--- src/rtl/core/mbup_pkg.sv ---
// ----------------------------------------------------------------------------
// mbup_pkg
// Shared types and codes for the MIDI byte to USB-MIDI packetiser.
// ----------------------------------------------------------------------------
package mbup_pkg;

    typedef logic [7:0] t_byte;
    typedef logic [3:0] t_nibble;

    // MIDI status bytes with special handling
    localparam t_byte ST_SYSEX_START = 8'hF0;
    localparam t_byte ST_MTC_QFRAME  = 8'hF1;
    localparam t_byte ST_SONG_POS    = 8'hF2;
    localparam t_byte ST_SONG_SEL    = 8'hF3;
    localparam t_byte ST_TUNE_REQ    = 8'hF6;
    localparam t_byte ST_SYSEX_END   = 8'hF7;
    localparam t_byte ST_REALTIME    = 8'hF8;
    localparam t_byte ST_RT_UNDEF_A  = 8'hF9;
    localparam t_byte ST_RT_UNDEF_B  = 8'hFD;

    // status upper nibbles of two-byte channel messages
    localparam t_nibble HI_PROG_CHANGE = 4'hC;
    localparam t_nibble HI_CHAN_PRESS  = 4'hD;

    // USB-MIDI code index numbers
    localparam t_nibble CIN_COMMON_2B  = 4'h2;
    localparam t_nibble CIN_COMMON_3B  = 4'h3;
    localparam t_nibble CIN_SYSEX      = 4'h4;
    localparam t_nibble CIN_SYSEX_END1 = 4'h5;
    localparam t_nibble CIN_REALTIME   = 4'hF;

    typedef struct packed {
        t_nibble code_index;
        t_byte   byte_one;
        t_byte   byte_two;
        t_byte   byte_three;
    } t_pkt;

endpackage

--- src/rtl/core/mbup_in_stage.sv ---
// ----------------------------------------------------------------------------
// mbup_in_stage
// Input register: holds one received MIDI byte until the parser takes it.
// ----------------------------------------------------------------------------
module mbup_in_stage
    import mbup_pkg::*;
(
    input  logic  i_clk,
    input  logic  i_rst_n,
    input  logic  i_valid,
    output logic  o_ready,
    input  t_byte i_byte,
    input  logic  i_take,
    output logic  o_valid,
    output t_byte o_byte
);

    logic  r_valid;
    t_byte r_byte;

    assign o_ready = !r_valid || i_take;
    assign o_valid = r_valid;
    assign o_byte  = r_byte;

    always_ff @(posedge i_clk) begin
        if (!i_rst_n) begin
            r_valid <= 1'b0;
        end else if (o_ready) begin
            r_valid <= i_valid;
        end
    end

    always_ff @(posedge i_clk) begin
        if (o_ready && i_valid) begin
            r_byte <= i_byte;
        end
    end

endmodule

--- src/rtl/core/mbup_parser.sv ---
// ----------------------------------------------------------------------------
// mbup_parser
// Running-status / SysEx state and per-byte classification into packets.
// ----------------------------------------------------------------------------
module mbup_parser
    import mbup_pkg::*;
(
    input  logic  i_clk,
    input  logic  i_rst_n,
    input  logic  i_step,
    input  t_byte i_byte,
    output logic  o_emit,
    output t_pkt  o_pkt
);

    t_byte      r_rs;
    logic [1:0] r_len;
    logic [1:0] r_fill;
    logic       r_sysex;
    t_nibble    r_code;
    t_byte      r_pb [3];

    t_byte      n_rs;
    logic [1:0] n_len;
    logic [1:0] n_fill;
    logic       n_sysex;
    t_nibble    n_code;
    t_byte      n_pb [3];

    logic       w_rt;
    logic [1:0] w_cnt;
    t_nibble    w_code;
    logic [1:0] w_f;
    logic [1:0] w_nf;

    always_comb begin
        n_rs    = r_rs;
        n_len   = r_len;
        n_fill  = r_fill;
        n_sysex = r_sysex;
        n_code  = r_code;
        n_pb    = r_pb;
        o_emit  = 1'b0;
        w_rt    = 1'b0;
        w_cnt   = 2'd0;
        w_code  = r_code;
        w_f     = r_fill;
        w_nf    = r_fill;

        if (i_byte >= ST_REALTIME) begin
            if (i_byte != ST_RT_UNDEF_A && i_byte != ST_RT_UNDEF_B) begin
                o_emit = 1'b1;
                w_rt   = 1'b1;
                w_code = CIN_REALTIME;
            end
        end else if (i_byte[7]) begin
            n_rs    = '0;
            n_len   = '0;
            n_fill  = '0;
            n_sysex = 1'b0;
            n_code  = '0;
            if (i_byte == ST_SYSEX_START) begin
                n_sysex  = 1'b1;
                n_code   = CIN_SYSEX;
                n_pb[0]  = ST_SYSEX_START;
                n_fill   = 2'd1;
            end else if (i_byte == ST_SYSEX_END) begin
                if (r_sysex && r_fill != 2'd3) begin
                    n_pb[r_fill] = ST_SYSEX_END;
                    o_emit = 1'b1;
                    w_code = CIN_SYSEX_END1 + {2'b00, r_fill};
                    w_cnt  = r_fill + 2'd1;
                end
            end else if (!i_byte[4] || i_byte == ST_MTC_QFRAME || i_byte == ST_SONG_SEL
                         || i_byte == ST_SONG_POS) begin
                n_rs    = i_byte;
                n_pb[0] = i_byte;
                n_fill  = 2'd1;
                if (!i_byte[4] && i_byte[6:4] != 3'b111) begin
                    // channel message
                    n_code = i_byte[7:4];
                    n_len  = (i_byte[7:4] == HI_PROG_CHANGE ||
                              i_byte[7:4] == HI_CHAN_PRESS) ? 2'd2 : 2'd3;
                end else if (i_byte[7:4] != 4'hF) begin
                    n_code = i_byte[7:4];
                    n_len  = (i_byte[7:4] == HI_PROG_CHANGE ||
                              i_byte[7:4] == HI_CHAN_PRESS) ? 2'd2 : 2'd3;
                end else if (i_byte == ST_SONG_POS) begin
                    n_code = CIN_COMMON_3B;
                    n_len  = 2'd3;
                end else begin
                    n_code = CIN_COMMON_2B;
                    n_len  = 2'd2;
                end
            end else if (i_byte < ST_SYSEX_START) begin
                // channel status with bit 4 set
                n_rs    = i_byte;
                n_pb[0] = i_byte;
                n_fill  = 2'd1;
                n_code  = i_byte[7:4];
                n_len   = (i_byte[7:4] == HI_PROG_CHANGE ||
                           i_byte[7:4] == HI_CHAN_PRESS) ? 2'd2 : 2'd3;
            end else if (i_byte == ST_TUNE_REQ) begin
                n_pb[0] = i_byte;
                o_emit  = 1'b1;
                w_code  = CIN_SYSEX_END1;
                w_cnt   = 2'd1;
            end
        end else if (r_sysex) begin
            w_f       = (r_fill == 2'd3) ? 2'd0 : r_fill;
            n_pb[w_f] = i_byte;
            w_nf      = w_f + 2'd1;
            n_fill    = w_nf;
            if (w_nf == 2'd3) begin
                n_fill = 2'd0;
                o_emit = 1'b1;
                w_code = CIN_SYSEX;
                w_cnt  = 2'd3;
            end
        end else if (r_rs != '0) begin
            w_f = r_fill;
            if (w_f == 2'd0) begin
                n_pb[0] = r_rs;
                w_f     = 2'd1;
            end
            if (w_f == 2'd3 || r_len < 2'd2) begin
                n_rs    = '0;
                n_len   = '0;
                n_fill  = '0;
                n_sysex = 1'b0;
                n_code  = '0;
            end else begin
                n_pb[w_f] = i_byte;
                w_nf      = w_f + 2'd1;
                n_fill    = w_nf;
                if (w_nf >= r_len) begin
                    n_fill = 2'd0;
                    o_emit = 1'b1;
                    w_code = r_code;
                    w_cnt  = r_len;
                    if (r_rs >= ST_SYSEX_START) begin
                        n_rs    = '0;
                        n_len   = '0;
                        n_sysex = 1'b0;
                        n_code  = '0;
                    end
                end
            end
        end

        o_pkt.code_index = w_code;
        if (w_rt) begin
            o_pkt.byte_one   = i_byte;
            o_pkt.byte_two   = '0;
            o_pkt.byte_three = '0;
        end else begin
            o_pkt.byte_one   = (w_cnt > 2'd0) ? n_pb[0] : '0;
            o_pkt.byte_two   = (w_cnt > 2'd1) ? n_pb[1] : '0;
            o_pkt.byte_three = (w_cnt > 2'd2) ? n_pb[2] : '0;
        end
    end

    always_ff @(posedge i_clk) begin
        if (!i_rst_n) begin
            r_rs    <= '0;
            r_len   <= '0;
            r_fill  <= '0;
            r_sysex <= 1'b0;
            r_code  <= '0;
            r_pb    <= '{default: '0};
        end else if (i_step) begin
            r_rs    <= n_rs;
            r_len   <= n_len;
            r_fill  <= n_fill;
            r_sysex <= n_sysex;
            r_code  <= n_code;
            r_pb    <= n_pb;
        end
    end

endmodule

--- src/rtl/core/midi_byte_to_usb_midi_packet.sv ---
// ----------------------------------------------------------------------------
// midi_byte_to_usb_midi_packet
// Serial MIDI byte stream to USB-MIDI event packet converter.
// ----------------------------------------------------------------------------
// One MIDI byte is taken per clock cycle when the packet side keeps up; a byte
// passes an input register, is classified combinationally against the running
// status / SysEx state, and any resulting packet is loaded into the output
// register as the byte is taken. Bytes that complete no packet (data of an
// unfinished message, SysEx start, dropped status) yield no output item.
// The cable number register must be written only while no item is in flight.
module midi_byte_to_usb_midi_packet
    import mbup_pkg::*;
(
    input  logic       i_clk,
    input  logic       i_rst_n,
    input  logic       i_midi_valid,
    output logic       o_midi_ready,
    input  logic [7:0] i_midi_byte,
    output logic       o_pkt_valid,
    input  logic       i_pkt_ready,
    output logic [3:0] o_cable,
    output logic [3:0] o_code_index,
    output logic [7:0] o_byte_one,
    output logic [7:0] o_byte_two,
    output logic [7:0] o_byte_three,
    input  logic       i_cfg_valid,
    output logic       o_cfg_ready,
    input  logic [3:0] i_cfg_cable_number
);

    logic    w_in_valid;
    t_byte   w_in_byte;
    logic    w_take;
    logic    w_emit;
    t_pkt    w_pkt;
    logic    w_out_free;

    logic    r_out_valid;
    t_pkt    r_pkt;
    t_nibble r_pkt_cable;
    t_nibble r_cable;

    assign w_out_free = !r_out_valid || i_pkt_ready;
    assign w_take     = w_in_valid && w_out_free;

    mbup_in_stage u_in (
        .i_clk   (i_clk),
        .i_rst_n (i_rst_n),
        .i_valid (i_midi_valid),
        .o_ready (o_midi_ready),
        .i_byte  (i_midi_byte),
        .i_take  (w_take),
        .o_valid (w_in_valid),
        .o_byte  (w_in_byte)
    );

    mbup_parser u_parser (
        .i_clk   (i_clk),
        .i_rst_n (i_rst_n),
        .i_step  (w_take),
        .i_byte  (w_in_byte),
        .o_emit  (w_emit),
        .o_pkt   (w_pkt)
    );

    assign o_cfg_ready = 1'b1;

    always_ff @(posedge i_clk) begin
        if (!i_rst_n) begin
            r_cable <= '0;
        end else if (i_cfg_valid) begin
            r_cable <= i_cfg_cable_number;
        end
    end

    always_ff @(posedge i_clk) begin
        if (!i_rst_n) begin
            r_out_valid <= 1'b0;
        end else if (w_take && w_emit) begin
            r_out_valid <= 1'b1;
        end else if (i_pkt_ready) begin
            r_out_valid <= 1'b0;
        end
    end

    always_ff @(posedge i_clk) begin
        if (w_take && w_emit) begin
            r_pkt       <= w_pkt;
            r_pkt_cable <= r_cable;
        end
    end

    assign o_pkt_valid  = r_out_valid;
    assign o_cable      = r_pkt_cable;
    assign o_code_index = r_pkt.code_index;
    assign o_byte_one   = r_pkt.byte_one;
    assign o_byte_two   = r_pkt.byte_two;
    assign o_byte_three = r_pkt.byte_three;

`ifndef SYNTHESIS
    a_reset_empty: assert property (@(posedge i_clk) !i_rst_n |=> !o_pkt_valid)
        else $error("packet valid after reset");

    a_load_needs_room: assert property (@(posedge i_clk) disable iff (!i_rst_n)
        (o_pkt_valid && !i_pkt_ready) |=> (o_pkt_valid && $stable(r_pkt)))
        else $error("pending packet overwritten");

    a_rt_short: assert property (@(posedge i_clk) disable iff (!i_rst_n)
        (o_pkt_valid && o_code_index == CIN_REALTIME) |->
        (o_byte_two == '0 && o_byte_three == '0 && o_byte_one >= ST_REALTIME))
        else $error("malformed real-time packet");

    a_common2_short: assert property (@(posedge i_clk) disable iff (!i_rst_n)
        (o_pkt_valid && o_code_index == CIN_COMMON_2B) |-> (o_byte_three == '0))
        else $error("two-byte common packet carries third byte");
`endif

endmodule

--- config.mk ---
export PLATFORM = sky130hd
export DESIGN_NAME = midi_byte_to_usb_midi_packet
export DESIGN_NICKNAME = d
export VERILOG_FILES = /design/src/rtl/core/mbup_pkg.sv /design/src/rtl/core/mbup_in_stage.sv /design/src/rtl/core/mbup_parser.sv /design/src/rtl/core/midi_byte_to_usb_midi_packet.sv
export SDC_FILE = /design/constraint.sdc
export NUM_CORES = 1
export LEC_CHECK = 0
export BUFFER_PORTS_ARGS = -buffer_cell sky130_fd_sc_hd__buf_4
export CAP_MARGIN = 40
export CORE_MARGIN = 2
export CORE_UTILIZATION = 59
export DETAILED_ROUTE_END_ITERATION = 8
export GPL_TIMING_DRIVEN = 0
export PLACE_DENSITY_LB_ADDON = 0.05
export SETUP_SLACK_MARGIN = 0.5
export SKIP_CTS_REPAIR_TIMING = 1
export SLEW_MARGIN = 5
export SYNTH_ARGS = -nofsm -noshare
export SYNTH_HDL_FRONTEND = slang
export SYNTH_SLANG_ARGS = --single-unit
--- constraint.sdc ---
create_clock -name i_clk -period 4.5 [get_ports i_clk]
set_clock_uncertainty 0.1 [all_clocks]
set_input_delay 0.225 -clock i_clk [delete_from_list [all_inputs] [get_ports i_clk]]
set_output_delay 0.225 -clock i_clk [all_outputs]
set_load 0.02 [all_outputs]
==> results.ini <==
[run_status]
status=finished with violations
violations=negative hold slack

[synth]
muxShareOfSynthArea=0.0311
synth-xor-area-share=0
async_flop_share=0
yosys.area_share.adder=0.0220
yosys.cell_count.top_type=nor2_1
ys.flop_type=dfxtp_1
synth_area_leader_cell=edfxtp_1
ys_seq_area_frac=0.467
avgSynthCellArea_um2=9.50
synth_edf_count=40
synth.distinct_cells=72
yosys.area_share.simple=0.167
synth-seq-cells=86
synthCells=478
netlist_top_cells_area=edfxtp_1 26%, dfxtp_1 20%, o21ai_0 4.7%
syn_area_um2=4540
synth_commonest_cells=47 x nor2_1, 46 x dfxtp_1, 43 x o21ai_0, 40 x edfxtp_1, 40 x nand2_1
synth.net_count=503
synth_top_family_by_area=compound AO/OA/AOI/OAI gates
synth_top_area_frac=0.264
yosys_warnings=0
synth_compound_area_frac=0.260

[hold_path]
hold_class=primary input to flop
min_from=i_midi_valid

[critical_path]
crit_path_top_delay_cell=o21ai_0
cp_max_fo=26
cp-startpoint=u_parser.r_fill[0]
worstSetupStartpointType=flop
endpoint_kind=flop
cpPeakStageDelay_ns=0.66
cp_cell_sequence=inv_1 -> ha_1 -> inv_1 -> ha_1 -> nand2b_1 -> a21oi_1 -> nor3_1 -> o21ai_0 -> a21oi_4 -> buf_16
cp.required_ns=4.51
crit_arrival_ns=3.49
r2r-start=u_parser.r_fill[0]
path_class=flop to flop

[pwr]
powerDensity_nw_per_um2=301
p_leak_nw=2.01
ir_drop_mv=0.212
total_power_mw=1.61

[timing]
drv_slew=0
worst_pin_slew_ns=0.877
min_period_ns=3.48
hold_viol=1
setup_violations=0
fin_tns_setup_ns=0
period_share=0.774
rsz0062_at_grt=false
holdWs_ns=-0.0186
relSlewSlack=0.411
fmax_mhz=287

[clock_network]
htreeDepth=3
cts_sinks=86
clock-root-buffer=clkbuf_8
cts_buffer_depth=2
clkLatencyLatePin_ns=0.37
cts_tree=yes
numCtsBuffers=9
path_clk_slew_ns=0.09

[die]
coreArea_um2=7370
die_h_um=91.7
pin_count=52
start_util=0.616
row_count=31
die_area_um2=8420
die_x_um=91.7

[routing]
wirelength_mm=14.6
ant_nets=0
post_drt_wl_per_cell_um=22.4
vias=4350
drc=0
first_pass_iters=5
dr.first_iter.drc_count=500
routed_via_density=6.67

[place]
place_area_um2=5080
dp_hpwl_mm=10.5
port_buffers=49
gp_congestion=1.04

[layout]
area_growth_syn_to_layout_pct=17.4
diodes=0
final_area_um2=5330
finalNetCount=573
drive_gt1_frac=0.206

[flow_run]
maxCapViolCount=0

[global_routing]
grt_max_degree=27
grt_usage=0.348
grt_pass1_vias=4144
grt_pass1_wl_mm=22.4
gr-total-overflow=0
grt_antenna_before_repair=0

[per-stage QoR]
step	instances	util	hold slack, ns	setup slack [ns]
final	652	0.723	-0.0186	1.02
after global placement	626	0.683	0.304	-0.475
after global routing	652	0.723	0.00412	0.879
after floorplan	478	-	0.224	0.718
after detailed placement	628	0.689	0.304	1.16
after CTS	644	0.712	-0.0703	1.13
[routing by layer]
layer  track usage  vias to the layer above  routed length [um]
met5             0                        -                   0
met4         0.159                        0                 619
li1              -                     1922                   -
met1         0.438                     2072                5480
met2         0.568                      300                6940
met3        0.0830                       56                1560
[report_power, final]
group / internal (mW) / switching [mW] / total (mW)
clock: 0.204 / 0.296 / 0.500
combinational: 0.0876 / 0.153 / 0.241
sequential: 0.844 / 0.0219 / 0.865
[area by class of cell]
| cell class | instances | area (um2) |
|---|---|---|
| Buffer | 33 | 173 |
| Clock buffer | 10 | 128 |
| Clock inverter | 6 | 45.0 |
| Fill cell | 549 | 2040 |
| Inverter | 16 | 60.1 |
| Multi-Input combinational cell | 343 | 2200 |
| Sequential cell | 86 | 2120 |
| Tap cell | 99 | 124 |
| Timing Repair Buffer | 59 | 480 |
[cell families (layout without fill, tap and decap cells)]
family	Yosys count	after routing
flip-flops	86	86
buffers and inverters	49	124
adder cells (fa/ha/maj)	8	8
AND/OR/NAND/NOR	150	150
AO/OA/AOI/OAI	170	170
other	1	1
multiplexers	14	14
[flip-flops by register name (all words and copies together), names as in the netlist, 4 cells and up]
signal / count
o_byte_one: 8
o_byte_three: 8
o_byte_two: 8
o_cable: 4
o_code_index: 4
r_cable: 4
u_in.o_byte: 8
u_parser.r_code: 4
u_parser.r_pb: 24
u_parser.r_rs: 7
[final timing paths]
kind	slack [ns]	end	cells after the start
setup / recovery	1.02	o_byte_three[0]	10
hold / removal	-0.02	u_in.o_valid	3
setup reg to reg	1.02	o_byte_three[0]	10
hold reg to reg	0.35	o_cable[0]	0
[worst max-delay path, delay by kind of cell (launching register included)]
kind	cells	cell delay [ns]
AND/OR/NAND/NOR	2	0.32
buffers and inverters	3	0.51
AO/OA/AOI/OAI	3	1.19
flip-flops	1	0.52
adder cells (fa/ha/maj)	2	0.56
[cell usage in the layout, fill, tap and decap left out, types with 4 or more instances in the layout]
cell type,n
buf_4,55
nor2_1,47
dfxtp_1,46
o21ai_0,43
nand2_1,40
edfxtp_1,40
a21oi_1,37
clkbuf_1,16
nor3_1,16
inv_1,15
mux2i_1,13
a22o_1,12
buf_2,10
a21o_1,10
clkbuf_8,9
a31oi_1,8
nand3_1,8
ha_1,8
dlygate4sd3_1,8
o221a_2,6
a211oi_1,6
and2_1,5
a211oi_2,5
nand2b_1,4
and3_1,4
o31ai_1,4
No activity file was read; power rests on OpenSTA's default activity.
